### src/hdl/cgd_pkg.sv
package cgd_pkg;

    localparam int CHAR_W = 7;
    localparam int KEPT_W = 9;
    localparam int CCNT_W = 8;
    localparam int SEQ_W  = 9;
    localparam int DICT_W = 7;
    localparam int CFG_W  = 9;
    localparam int ADDR_W = 2;

    // event queue depth, power of two
    localparam int QUEUE_DEPTH = 4;

    localparam logic [ADDR_W-1:0] REG_CLASS_COUNT = 2'd0;
    localparam logic [ADDR_W-1:0] REG_SEQ_LENGTH  = 2'd1;
    localparam logic [ADDR_W-1:0] REG_DICT_SIZE   = 2'd2;

    localparam logic [CCNT_W-1:0] CLASS_COUNT_RST = 8'd128;
    localparam logic [SEQ_W-1:0]  SEQ_LENGTH_RST  = 9'd256;
    localparam logic [DICT_W-1:0] DICT_SIZE_RST   = 7'd127;

    localparam logic KIND_CHAR    = 1'b0;
    localparam logic KIND_SUMMARY = 1'b1;

    typedef struct packed {
        logic              has_char;
        logic              is_end;
        logic [CHAR_W-1:0] pos;
        logic [KEPT_W-1:0] kept;
    } evt_ctl_t;

endpackage

### src/hdl/ctc_greedy_decoder.sv
// CTC greedy decoder. Scores stream in one per clock, class by class and step by step; the
// front end tracks the row maximum, collapses blanks and repeats and accumulates the kept
// score sum, taking one score every cycle while its four-word event queue has room. Only a
// row that yields a character or ends a sequence posts an event. The back end emits a
// character word for an event that carries one and a summary word for one that ends a
// sequence; the summary mean comes from the serial restoring divide of the sum by the kept
// count, one quotient bit per cycle (no divide, and a zero mean, when nothing was kept);
// results leave through a registered output stage.
module ctc_greedy_decoder #(
    parameter int MAX_CLASSES = 128,
    parameter int MAX_STEPS   = 256,
    parameter int SCORE_BITS  = 16
) (
    input  logic                         clk,
    input  logic                         rst_n,
    input  logic                         cfg_en,
    input  logic [cgd_pkg::ADDR_W-1:0]   cfg_addr,
    input  logic [cgd_pkg::CFG_W-1:0]    cfg_data,
    input  logic                         in_valid,
    output logic                         in_ready,
    input  logic signed [SCORE_BITS-1:0] score,
    output logic                         out_valid,
    input  logic                         out_ready,
    output logic                         kind,
    output logic [cgd_pkg::CHAR_W-1:0]   char_pos,
    output logic [cgd_pkg::KEPT_W-1:0]   kept_count,
    output logic signed [SCORE_BITS-1:0] mean_conf,
    output logic                         last
);
    import cgd_pkg::*;

    localparam int SUM_W = SCORE_BITS + KEPT_W;
    localparam int QW    = $bits(evt_ctl_t) + SUM_W;

    logic                    q_full;
    logic                    q_empty;
    logic                    push;
    logic                    pop;
    evt_ctl_t                push_ctl;
    logic signed [SUM_W-1:0] push_sum;
    logic [QW-1:0]           q_data;
    evt_ctl_t                q_ctl;
    logic signed [SUM_W-1:0] q_sum;

    assign q_ctl = evt_ctl_t'(q_data[QW-1:SUM_W]);
    assign q_sum = signed'(q_data[SUM_W-1:0]);

    cgd_front #(
        .MAX_CLASSES (MAX_CLASSES),
        .MAX_STEPS   (MAX_STEPS),
        .SCORE_BITS  (SCORE_BITS)
    ) u_front (
        .clk      (clk),
        .rst_n    (rst_n),
        .cfg_en   (cfg_en),
        .cfg_addr (cfg_addr),
        .cfg_data (cfg_data),
        .in_valid (in_valid),
        .in_ready (in_ready),
        .score    (score),
        .q_full   (q_full),
        .push     (push),
        .push_ctl (push_ctl),
        .push_sum (push_sum)
    );

    cgd_queue #(
        .W (QW)
    ) u_queue (
        .clk     (clk),
        .rst_n   (rst_n),
        .push    (push),
        .wr_data ({push_ctl, push_sum}),
        .full    (q_full),
        .pop     (pop),
        .empty   (q_empty),
        .rd_data (q_data)
    );

    cgd_back #(
        .SCORE_BITS (SCORE_BITS)
    ) u_back (
        .clk        (clk),
        .rst_n      (rst_n),
        .q_empty    (q_empty),
        .pop        (pop),
        .q_ctl      (q_ctl),
        .q_sum      (q_sum),
        .out_valid  (out_valid),
        .out_ready  (out_ready),
        .kind       (kind),
        .char_pos   (char_pos),
        .kept_count (kept_count),
        .mean_conf  (mean_conf),
        .last       (last)
    );

endmodule

### src/hdl/cgd_front.sv
module cgd_front #(
    parameter int MAX_CLASSES = 128,
    parameter int MAX_STEPS   = 256,
    parameter int SCORE_BITS  = 16
) (
    input  logic                                     clk,
    input  logic                                     rst_n,
    input  logic                                     cfg_en,
    input  logic [cgd_pkg::ADDR_W-1:0]               cfg_addr,
    input  logic [cgd_pkg::CFG_W-1:0]                cfg_data,
    input  logic                                     in_valid,
    output logic                                     in_ready,
    input  logic signed [SCORE_BITS-1:0]             score,
    input  logic                                     q_full,
    output logic                                     push,
    output cgd_pkg::evt_ctl_t                        push_ctl,
    output logic signed [SCORE_BITS+cgd_pkg::KEPT_W-1:0] push_sum
);
    import cgd_pkg::*;

    localparam int CLS_LIM = (MAX_CLASSES < 255) ? MAX_CLASSES : 255;
    localparam int CLS_W   = $clog2(CLS_LIM);
    localparam int STP_LIM = (MAX_STEPS < 511) ? MAX_STEPS : 511;
    localparam int STP_W   = (STP_LIM > 1) ? $clog2(STP_LIM) : 1;
    localparam int SUM_W   = SCORE_BITS + KEPT_W;
    localparam logic [CCNT_W-1:0] CLS_LIM_C = CCNT_W'(CLS_LIM);
    localparam logic [SEQ_W-1:0]  STP_LIM_C = SEQ_W'(STP_LIM);

    logic [CCNT_W-1:0]            class_count_reg;
    logic [SEQ_W-1:0]             seq_length_reg;
    logic [DICT_W-1:0]            dict_size_reg;

    logic [CLS_W-1:0]             class_pos_reg, class_pos_next;
    logic [STP_W-1:0]             step_pos_reg, step_pos_next;
    logic [CLS_W-1:0]             best_class_reg, best_class_next;
    logic signed [SCORE_BITS-1:0] best_score_reg, best_score_next;
    logic [CLS_W-1:0]             prev_class_reg, prev_class_next;
    logic                         prev_valid_reg, prev_valid_next;
    logic signed [SUM_W-1:0]      acc_sum_reg, acc_sum_next;
    logic [KEPT_W-1:0]            kept_reg, kept_next;

    logic                         accept;
    logic [CCNT_W-1:0]            ncls;
    logic [SEQ_W-1:0]             nstp;
    logic                         take;
    logic signed [SCORE_BITS-1:0] bs_new;
    logic [CLS_W-1:0]             bc_new;
    logic                         row_end;
    logic                         last_step;
    logic                         keep;
    logic [KEPT_W-1:0]            pos_full;
    logic                         in_char;
    logic signed [SUM_W-1:0]      sum_new;
    logic [KEPT_W-1:0]            kept_new;
    logic                         seq_end;

    assign in_ready = !q_full;
    assign accept   = in_valid && in_ready;

    always_comb
    begin
        if (class_count_reg == '0)
            ncls = CCNT_W'(1);
        else if (class_count_reg > CLS_LIM_C)
            ncls = CLS_LIM_C;
        else
            ncls = class_count_reg;

        if (seq_length_reg == '0)
            nstp = SEQ_W'(1);
        else if (seq_length_reg > STP_LIM_C)
            nstp = STP_LIM_C;
        else
            nstp = seq_length_reg;

        take      = (class_pos_reg == '0) || (score > best_score_reg);
        bs_new    = take ? score : best_score_reg;
        bc_new    = take ? class_pos_reg : best_class_reg;
        row_end   = ((CCNT_W+1)'(class_pos_reg) + (CCNT_W+1)'(1)) >= {1'b0, ncls};
        last_step = ((SEQ_W+1)'(step_pos_reg) + (SEQ_W+1)'(1)) >= {1'b0, nstp};
        keep      = (bc_new != '0) && !(prev_valid_reg && (prev_class_reg == bc_new));
        pos_full  = KEPT_W'(bc_new) - KEPT_W'(1);
        in_char   = keep && (pos_full < KEPT_W'(dict_size_reg));
        sum_new   = keep ? (acc_sum_reg + SUM_W'(bs_new)) : acc_sum_reg;
        kept_new  = kept_reg + KEPT_W'(keep);
        seq_end   = row_end && last_step;

        push              = accept && row_end && (in_char || seq_end);
        push_ctl.has_char = in_char;
        push_ctl.is_end   = seq_end;
        push_ctl.pos      = pos_full[CHAR_W-1:0];
        push_ctl.kept     = kept_new;
        push_sum          = sum_new;

        class_pos_next  = class_pos_reg;
        step_pos_next   = step_pos_reg;
        best_class_next = best_class_reg;
        best_score_next = best_score_reg;
        prev_class_next = prev_class_reg;
        prev_valid_next = prev_valid_reg;
        acc_sum_next    = acc_sum_reg;
        kept_next       = kept_reg;

        if (accept)
        begin
            best_class_next = bc_new;
            best_score_next = bs_new;
            if (!row_end)
                class_pos_next = class_pos_reg + CLS_W'(1);
            else
            begin
                class_pos_next = '0;
                if (seq_end)
                begin
                    step_pos_next   = '0;
                    best_class_next = '0;
                    best_score_next = '0;
                    prev_class_next = '0;
                    prev_valid_next = 1'b0;
                    acc_sum_next    = '0;
                    kept_next       = '0;
                end
                else
                begin
                    step_pos_next   = step_pos_reg + STP_W'(1);
                    prev_class_next = bc_new;
                    prev_valid_next = 1'b1;
                    acc_sum_next    = sum_new;
                    kept_next       = kept_new;
                end
            end
        end
    end

    always_ff @(posedge clk or negedge rst_n)
    begin
        if (!rst_n)
        begin
            class_count_reg <= CLASS_COUNT_RST;
            seq_length_reg  <= SEQ_LENGTH_RST;
            dict_size_reg   <= DICT_SIZE_RST;
            class_pos_reg   <= '0;
            step_pos_reg    <= '0;
            best_class_reg  <= '0;
            best_score_reg  <= '0;
            prev_class_reg  <= '0;
            prev_valid_reg  <= 1'b0;
            acc_sum_reg     <= '0;
            kept_reg        <= '0;
        end
        else
        begin
            if (cfg_en)
            begin
                case (cfg_addr)
                    REG_CLASS_COUNT: class_count_reg <= cfg_data[CCNT_W-1:0];
                    REG_SEQ_LENGTH:  seq_length_reg  <= cfg_data[SEQ_W-1:0];
                    REG_DICT_SIZE:   dict_size_reg   <= cfg_data[DICT_W-1:0];
                    default:         ;
                endcase
            end
            class_pos_reg  <= class_pos_next;
            step_pos_reg   <= step_pos_next;
            best_class_reg <= best_class_next;
            best_score_reg <= best_score_next;
            prev_class_reg <= prev_class_next;
            prev_valid_reg <= prev_valid_next;
            acc_sum_reg    <= acc_sum_next;
            kept_reg       <= kept_next;
        end
    end

endmodule

### src/hdl/cgd_queue.sv
module cgd_queue #(
    parameter int W = 8
) (
    input  logic         clk,
    input  logic         rst_n,
    input  logic         push,
    input  logic [W-1:0] wr_data,
    output logic         full,
    input  logic         pop,
    output logic         empty,
    output logic [W-1:0] rd_data
);
    import cgd_pkg::*;

    localparam int PW = $clog2(QUEUE_DEPTH);

    logic [W-1:0]  mem [QUEUE_DEPTH];
    logic [W-1:0]  rd_data_reg;
    logic [PW-1:0] wr_ptr_reg;
    logic [PW-1:0] rd_ptr_reg;
    logic [PW:0]   count_reg;

    assign full    = count_reg == (PW+1)'(QUEUE_DEPTH);
    assign empty   = count_reg == '0;
    assign rd_data = rd_data_reg;

    // read word is held until the next pop
    always_ff @(posedge clk)
    begin
        if (push)
            mem[wr_ptr_reg] <= wr_data;
        if (pop)
            rd_data_reg <= mem[rd_ptr_reg];
    end

    always_ff @(posedge clk or negedge rst_n)
    begin
        if (!rst_n)
        begin
            wr_ptr_reg <= '0;
            rd_ptr_reg <= '0;
            count_reg  <= '0;
        end
        else
        begin
            if (push)
                wr_ptr_reg <= wr_ptr_reg + PW'(1);
            if (pop)
                rd_ptr_reg <= rd_ptr_reg + PW'(1);
            count_reg <= count_reg + (PW+1)'(push) - (PW+1)'(pop);
        end
    end

`ifndef NO_ASSERTIONS
    a_no_overflow: assert property (@(posedge clk) disable iff (!rst_n) push |-> !full)
        else $error("word pushed into full queue");
    a_no_underflow: assert property (@(posedge clk) disable iff (!rst_n) pop |-> !empty)
        else $error("word popped from empty queue");
    a_count_up: assert property (@(posedge clk) disable iff (!rst_n)
        (push && !pop) |=> count_reg == $past(count_reg) + (PW+1)'(1))
        else $error("queue count lost a word");
`endif

endmodule

### src/hdl/cgd_back.sv
module cgd_back #(
    parameter int SCORE_BITS = 16
) (
    input  logic                                         clk,
    input  logic                                         rst_n,
    input  logic                                         q_empty,
    output logic                                         pop,
    input  cgd_pkg::evt_ctl_t                            q_ctl,
    input  logic signed [SCORE_BITS+cgd_pkg::KEPT_W-1:0] q_sum,
    output logic                                         out_valid,
    input  logic                                         out_ready,
    output logic                                         kind,
    output logic [cgd_pkg::CHAR_W-1:0]                   char_pos,
    output logic [cgd_pkg::KEPT_W-1:0]                   kept_count,
    output logic signed [SCORE_BITS-1:0]                 mean_conf,
    output logic                                         last
);
    import cgd_pkg::*;

    localparam int SUM_W = SCORE_BITS + KEPT_W;
    localparam int CNT_W = $clog2(SUM_W + 1);

    typedef enum logic [2:0] {
        B_IDLE,
        B_CHAR,
        B_LOAD,
        B_DIV,
        B_SUM
    } back_state_t;

    back_state_t             st_reg;
    logic [KEPT_W-1:0]       rem_reg;
    logic [SUM_W-1:0]        quo_reg;
    logic                    neg_reg;
    logic [CNT_W-1:0]        cnt_reg;
    logic                    out_valid_reg;
    logic                    kind_reg;
    logic [CHAR_W-1:0]       char_pos_reg;
    logic [KEPT_W-1:0]       kept_count_reg;
    logic signed [SCORE_BITS-1:0] mean_conf_reg;
    logic                    last_reg;

    logic                    out_free;
    logic                    emit_char;
    logic                    emit_sum;
    logic [SUM_W-1:0]        mag;
    logic [KEPT_W:0]         rem_sh;
    logic [KEPT_W:0]         rem_sub;
    logic                    ge;
    logic [KEPT_W-1:0]       rem_nx;
    logic [SUM_W-1:0]        quo_nx;
    logic [SUM_W-1:0]        quo_sgn;

    assign out_valid  = out_valid_reg;
    assign kind       = kind_reg;
    assign char_pos   = char_pos_reg;
    assign kept_count = kept_count_reg;
    assign mean_conf  = mean_conf_reg;
    assign last       = last_reg;

    assign out_free  = !out_valid_reg || out_ready;
    assign pop       = (st_reg == B_IDLE) && !q_empty;
    assign emit_char = (st_reg == B_CHAR) && q_ctl.has_char && out_free;
    assign emit_sum  = (st_reg == B_SUM) && out_free;

    // restoring divide, one quotient bit a cycle
    always_comb
    begin
        mag     = q_sum[SUM_W-1] ? SUM_W'(-q_sum) : SUM_W'(q_sum);
        rem_sh  = {rem_reg, quo_reg[SUM_W-1]};
        rem_sub = rem_sh - {1'b0, q_ctl.kept};
        ge      = rem_sh >= {1'b0, q_ctl.kept};
        rem_nx  = ge ? rem_sub[KEPT_W-1:0] : rem_sh[KEPT_W-1:0];
        quo_nx  = {quo_reg[SUM_W-2:0], ge};
        quo_sgn = neg_reg ? (~quo_reg + SUM_W'(1)) : quo_reg;
    end

    always_ff @(posedge clk or negedge rst_n)
    begin
        if (!rst_n)
        begin
            st_reg         <= B_IDLE;
            rem_reg        <= '0;
            quo_reg        <= '0;
            neg_reg        <= 1'b0;
            cnt_reg        <= '0;
            out_valid_reg  <= 1'b0;
            kind_reg       <= KIND_CHAR;
            char_pos_reg   <= '0;
            kept_count_reg <= '0;
            mean_conf_reg  <= '0;
            last_reg       <= 1'b0;
        end
        else
        begin
            if (emit_char || emit_sum)
                out_valid_reg <= 1'b1;
            else if (out_ready)
                out_valid_reg <= 1'b0;
            case (st_reg)
                B_IDLE:
                begin
                    if (!q_empty)
                        st_reg <= B_CHAR;
                end
                B_CHAR:
                begin
                    if (!q_ctl.has_char)
                        st_reg <= B_LOAD;
                    else if (out_free)
                    begin
                        kind_reg       <= KIND_CHAR;
                        char_pos_reg   <= q_ctl.pos;
                        kept_count_reg <= '0;
                        mean_conf_reg  <= '0;
                        last_reg       <= 1'b0;
                        st_reg         <= q_ctl.is_end ? B_LOAD : B_IDLE;
                    end
                end
                B_LOAD:
                begin
                    rem_reg <= '0;
                    cnt_reg <= CNT_W'(SUM_W);
                    if (q_ctl.kept == '0)
                    begin
                        quo_reg <= '0;
                        neg_reg <= 1'b0;
                        st_reg  <= B_SUM;
                    end
                    else
                    begin
                        quo_reg <= mag;
                        neg_reg <= q_sum[SUM_W-1];
                        st_reg  <= B_DIV;
                    end
                end
                B_DIV:
                begin
                    rem_reg <= rem_nx;
                    quo_reg <= quo_nx;
                    cnt_reg <= cnt_reg - CNT_W'(1);
                    if (cnt_reg == CNT_W'(1))
                        st_reg <= B_SUM;
                end
                B_SUM:
                begin
                    if (out_free)
                    begin
                        kind_reg       <= KIND_SUMMARY;
                        char_pos_reg   <= '0;
                        kept_count_reg <= q_ctl.kept;
                        mean_conf_reg  <= quo_sgn[SCORE_BITS-1:0];
                        last_reg       <= 1'b1;
                        st_reg         <= B_IDLE;
                    end
                end
                default:
                    st_reg <= B_IDLE;
            endcase
        end
    end

`ifndef NO_ASSERTIONS
    a_div_nonzero: assert property (@(posedge clk) disable iff (!rst_n)
        (st_reg == B_DIV) |-> (q_ctl.kept != '0))
        else $error("divide started with zero kept count");
    a_last_summary: assert property (@(posedge clk) disable iff (!rst_n)
        out_valid_reg |-> (last_reg == (kind_reg == KIND_SUMMARY)))
        else $error("last flag does not match word kind");
    a_word_held: assert property (@(posedge clk) disable iff (!rst_n)
        (out_valid_reg && !out_ready) |=> (out_valid_reg
            && $stable({kind_reg, char_pos_reg, kept_count_reg, mean_conf_reg, last_reg})))
        else $error("output word changed while waiting");
`endif

endmodule
### config.mk
export PLATFORM = sky130hd
export DESIGN_NAME = ctc_greedy_decoder
export DESIGN_NICKNAME = d
export VERILOG_FILES = /design/src/hdl/cgd_pkg.sv /design/src/hdl/ctc_greedy_decoder.sv /design/src/hdl/cgd_front.sv /design/src/hdl/cgd_queue.sv /design/src/hdl/cgd_back.sv
export SDC_FILE = /design/constraint.sdc
export NUM_CORES = 1
export LEC_CHECK = 0
export ABC_AREA = 1
export BUFFER_PORTS_ARGS = -buffer_cell sky130_fd_sc_hd__buf_2
export CAP_MARGIN = 10
export CORE_MARGIN = 8
export CORE_UTILIZATION = 60
export CTS_BUF_LIST = sky130_fd_sc_hd__clkbuf_16
export CTS_CLUSTER_DIAMETER = 40
export DETAILED_ROUTE_END_ITERATION = 8
export PLACE_DENSITY = 0.82
export SYNTH_ARGS = -nofsm -noshare
export SYNTH_HDL_FRONTEND = slang
export SYNTH_HIERARCHICAL = 1
export SYNTH_SLANG_ARGS = --single-unit
### constraint.sdc
create_clock -name clk -period 10.26 [get_ports clk]
set_clock_uncertainty 0.1 [all_clocks]
set_input_delay 0 -clock clk [delete_from_list [all_inputs] [get_ports clk]]
set_output_delay 0 -clock clk [all_outputs]
set_load 0.05 [all_outputs]
== Yosys cells after proc, flatten, opt, wreduce, memory -nomap -nowiden ==
Memory sizes are Yosys's and may differ from the RTL's. A register that Yosys moved wholly into a read port is not among the register bits.
Cells that the tools add are included.

* Add/subtract/negate cells: 15
* Multipliers: 0
* Div/mod/pow operators: 0
* Magnitude comparators: 7
* Equality and inequality tests: 15
* Shift-type cells: 0
* Multiplexer cells: 52
* Bitwise logic cells: 1
* Reductions and logical operators: 36

{| class="wikitable"
|+ Operator list
! cell !! count
|-
| 2-to-1 mux 16 bit || 7
|-
| 2-to-1 mux 25 bit || 4
|-
| 2-to-1 mux 9 bit || 7
|-
| case mux 25 bit (2 select lines) || 1
|-
| 2-to-1 mux 7 bit || 7
|-
| case mux 9 bit (2 select lines) || 2
|-
| case mux 16 bit (2 select lines) || 1
|-
| adder 25 x 16 -> 25 bit || 1
|-
| negation 25 bit || 1
|-
| 2-to-1 mux 8 bit || 3
|-
| greater-or-equal comparator 10 x 9 -> 1 bit || 2
|-
| zero test 9 bit || 2
|-
| 2-to-1 mux 3 bit || 6
|-
| adder 16 x 1 -> 16 bit, second input constant || 1
|-
| > comparator 16 bit || 1
|-
| NOT 16 bit || 1
|-
| case mux 3 bit (5 select lines) || 1
|-
| case mux 7 bit (2 select lines) || 1
|-
| logical AND 1 bit || 11
|-
| case mux 5 bit (2 select lines) || 1
|-
| adder 8 x 1 -> 9 bit, second input constant || 1
|-
| adder 9 x 1 -> 9 bit || 1
|-
| greater-or-equal comparator 9 x 8 -> 1 bit || 1
|-
| > comparator 9 bit, second input constant || 1
|-
| 34 further kinds || 61
|}

* Flip-flop bits (word level): 188
* Latch bits: 0
* Bits in writable memories: 172
* Memory bits (read-only): 0
* Input port bits: 32
* Output and inout port bits: 36
* Logic and storage cells: 151
* Memories: 1

{| class="wikitable"
|+ Memories
! name !! words !! width !! read ports !! clocked after memory_dff !! write ports !! line !! RTL
|-
| u_queue.mem || 4 || 43 || 1 || 1 || 1 || cgd_queue.sv:17 || <nowiki>logic [W-1:0] mem [QUEUE_DEPTH];</nowiki>
|}

== Depth between registers and ports, before layout ==
* Word-level depth: 12
* Depth in mapped cells: 38
* Depth with buffers taken out: 38

== Modules after synthesis ==
The synthesis kept the hierarchy.

{| class="wikitable"
|+ By module, submodules not included
! module !! instances !! cells an instance !! area an instance (um^2) !! sequential area each (um^2)
|-
| cgd_queue || 1 || 763 || 8927.3 || 6631.4
|-
| cgd_front || 1 || 1001 || 7521.0 || 2613.8
|-
| cgd_back || 1 || 701 || 4989.8 || 1926.8
|}

== Worst setup path before layout ==
Ideal clock, no wire load.

* Path type: register -> register
* From: reg u_back.st_reg[0]
* To: reg u_queue.count_reg[2]
* Library setup time: 0.117 ns
* Data arrival time: 5.062 ns
* Data required time: 10.043 ns
* Path slack: 4.982 ns
* Stages on the path, launching flop included: 12
* Buffers on the path: 0
* Clock period less this slack: 5.278 ns
* Cells stage by stage: dfrtp_1 > nor2_1 > inv_2 > nor3_1 > ha_1 > inv_1 > ha_1 > fa_1 > inv_1 > nand2_1 > nand3_1 > nand2_1

* Longest elaborated chain between the ends: 3

{| class="wikitable"
|+ Ends and longest elaborated chain
! item !! line !! RTL
|-
| start: declaration || cgd_back.sv:31 || <nowiki>back_state_t st_reg;</nowiki>
|-
| start signal: assignment || cgd_back.sv:117 || <nowiki>st_reg <= q_ctl.is_end ? B_LOAD : B_IDLE;</nowiki>
|-
| zero test 3 bit || cgd_back.sv:62 || <nowiki>assign pop = (st_reg == B_IDLE) && !q_empty;</nowiki>
|-
| logical AND 1 bit || cgd_back.sv:62 ||
|-
| named net pop || ctc_greedy_decoder.sv:38 || <nowiki>logic pop;</nowiki>
|-
| subtractor 3 x 1 -> 3 bit || cgd_queue.sv:50 || <nowiki>count_reg <= count_reg + (PW+1)'(push) - (PW+1)'(pop);</nowiki>
|-
| end signal: assignment || cgd_queue.sv:50 ||
|-
| end: declaration || cgd_queue.sv:21 || <nowiki>logic [PW:0] count_reg;</nowiki>
|}

The timed path passes the listed nets, and every way through them passes these cells.
A chain may end at the register's enable or synchronous reset.

==> results.sh <==
export IMPL_largest_reg_flops=172
export IMPL_cp_depth=29
export IMPL_worstMarginPinSlew_ns=1.00
export IMPL_period_share_pct=57.5
export IMPL_root_buffer="clkbuf_16"
export IMPL_yosys_area_share_simple_pct=23.5
export IMPL_outcome="finished clean"
export IMPL_rsz0062_at_grt="false"
export IMPL_tritoncts="done"
export IMPL_setup_worst_path_class="flip-flop to flip-flop"
export IMPL_place_hpwl_mm=31.1
export IMPL_core_sq_um=35400
export IMPL_grt_usage_pct=23.0
export IMPL_setup_tns_ns=0
export IMPL_dr_pass1_iters=5
export IMPL_final_nets=2680
export IMPL_synth_top_area_share_pct=30.1
export IMPL_ys_seq_area_share_pct=52.1
export IMPL_drtAntennaViolNets=0
export IMPL_grt_max_degree=114
export IMPL_netlist_area_sq_um=21400
export IMPL_fp_dieH_microns=205
export IMPL_drt_total_wl_mm=48.2
export IMPL_synthCells=2465
export IMPL_met3_length_mm=2.77
export IMPL_synth_fa_ha_area_share_pct=5.36
export IMPL_drive_gt1_share_pct=10.1
export IMPL_synth_compound_area_share_pct=7.65
export IMPL_routed_wl_met2_mm=24.1
export IMPL_cp_end_kind="flip-flop"
export IMPL_fin_util_pct=68.4
export IMPL_syn_to_final_growth_pct=13.0
export IMPL_seqCellArea_sq_um=11200
export IMPL_routed_top_layer="met4"
export IMPL_drv_cap=0
export IMPL_syn_nets=2587
export IMPL_synthTopCellsByArea="edfxtp_1, dfrtp_1, nand2_1"
export IMPL_h_tree_depth=2
export IMPL_synth_seq_cells=403
export IMPL_synthFlopType="edfxtp_1"
export IMPL_synth_top_family_by_area="simple AND/OR/NAND/NOR gates"
export IMPL_worstPathRequired_ns=10.36
export IMPL_cp_slowest_stage_delay_ns=0.53
export IMPL_synth_mux_area_share_pct=0
export IMPL_ys_types=53
export IMPL_via_per_inst=5.46
export IMPL_drt_iter0_drc=1352
export IMPL_setup_viol=0
export IMPL_antenna_found_initial=0
export IMPL_crit_top_cell="nand2_1"
export IMPL_cts_path_max_buffers=3
export IMPL_rows=69
export IMPL_clkSinkCount=403
export IMPL_slew_headroom_pct=33.2
export IMPL_via_count=16740
export IMPL_clk_pin_slew_ns=0.06
export IMPL_grt_pass1_vias=16785
export IMPL_fillerInstances=2582
export IMPL_gp_congestion=0.885
export IMPL_wl_met1_mm=20.2
export IMPL_async_flop_share_pct=46.7
export IMPL_critPathArrivalTime_ns=5.99
export IMPL_grt_pass1_wl_mm=80.3
export IMPL_reg2regPathDepth=29
export IMPL_wl_per_cell_microns=15.7
export IMPL_cts_setup_buffers=0
export IMPL_overflow=0
export IMPL_syn_avg_cell_area_sq_um=8.70
export IMPL_final_cells=3064
export IMPL_min_path_type="primary input to asynchronous set/reset pin"
export IMPL_initial_utilization_pct=60.6
export IMPL_multi_input_area_sq_um=8310
export IMPL_synthXorXnorAreaFrac_pct=2.27
export IMPL_netlist_top_cells_count="nand2_1, inv_1, nand3_1"
export IMPL_yosysTopAreaCell="edfxtp_1"
export IMPL_fin_crit_ns=5.90
export IMPL_clkLatencyLatePin_ns=0.57
export IMPL_crit_family="simple AND/OR/NAND/NOR gates"
export IMPL_placed_cells=2928
export IMPL_drc=0
export IMPL_portBuffers=67
export IMPL_slew_violations=0
export IMPL_die_w_microns=205
export IMPL_fp_dieArea_sq_um=42000
export IMPL_cp_num_buf_inv=5
export IMPL_synth_edff_count=215
export IMPL_path_max_fanout=41
export IMPL_io_pins=68
export IMPL_yosys_cell_count_top_type="nand2_1"
export IMPL_cts_buffers=52
export IMPL_start_kind="flip-flop"
export IMPL_yosysWarnings=6
export IMPL_holdWs_ns=0.0175
export IMPL_cp_slowest_cell="a21oi_1"
export IMPL_hold_viol=0
export IMPL_fmax_ghz=0.170
cell families after synthesis:
kind of cell / Yosys count
AOI/OAI and AO/OA: 282
xor gates and xnor gates: 54
adders and majority gates: 90
buffers and inverters: 474
DFF: 403
and+or+nand+nor: 1162
placed cells by master, fill, tap and decap left out, types with 8 or more instances in the layout:
cell,synthesis,layout
a21oi_1,65,65
and2_1,9,9
buf_2,29,66
buf_4,5,13
clkbuf_16,0,53
clkinv_1,4,9
dfrtp_1,179,178
dfstp_2,9,9
dlygate4sd3_1,0,37
edfxtp_1,215,215
ha_1,87,87
inv_1,381,385
inv_2,9,9
inv_6,1,10
nand2_1,717,717
nand2_2,26,26
nand2_4,8,8
nand3_1,241,241
nand4_1,13,13
nor2_1,100,100
nor3_1,16,15
o21ai_0,109,109
o21ai_1,13,13
o21ai_2,18,18
o21bai_1,16,16
o22ai_1,34,34
xnor2_1,12,12
xor2_1,41,41
layer usage:
metal	global-route usage [%]	up-vias
li1	-	8178
met1	28.9	7936
met2	40.4	530
met3	3.19	96
met4	7.66	0
met5	0	-
worst reg2reg max path: cells and delay by family (launching register included):
| family | cells | cell delay (ns) |
|---|---|---|
| buffers and inverters | 5 | 0.87 |
| adder cells (fa/ha/maj) | 2 | 0.61 |
| AND/OR/NAND/NOR | 15 | 1.98 |
| flip-flops | 1 | 0.36 |
| AO/OA/AOI/OAI | 7 | 1.59 |
repair_timing:
| item | in CTS | in global routing |
|---|---|---|
| endpoints found under the hold margin | 168 | 0 |
| hold buffers | 37 | 0 |
| resized for setup | 0 | 0 |
final cells by class:
class | instances | share of cell area, %
flip-flops and latches | 403 | 46.1
multi-input cells | 1588 | 34.3
inverters | 396 | 6.17
clock buffers | 53 | 5.48
repair buffers | 117 | 3.35
well taps | 461 | 2.38
clock inverters | 45 | 2.17
diodes | 1 | 0.0103
worst paths after layout:
check | startpoint | to | slack, ns
setup / recovery | u_front/best_score_reg[15] | u_queue/mem[3][17] | 4.36
hold / removal | rst_n | u_back/mean_conf[13] | 0.02
setup reg to reg | u_front/best_score_reg[15] | u_queue/mem[3][17] | 4.36
hold reg to reg | u_back/mean_conf[15] | u_back/mean_conf[15] | 0.37
max in group asynchronous | rst_n | u_front/kept_reg[2] | 8.37
min in group clk | cfg_data[7] | u_front/seq_length_reg[7] | 0.17
stage by stage:
step	area, sq um	setup WS [ns]
floorplan	21400	4.98
global placement	22000	4.89
detailed placement	22000	4.48
CTS	24200	4.42
global route	24200	3.86
finish	24200	4.36
Power is not shown: default switching activity piles up to over one toggle a cycle in this logic, so the estimate is an artifact.
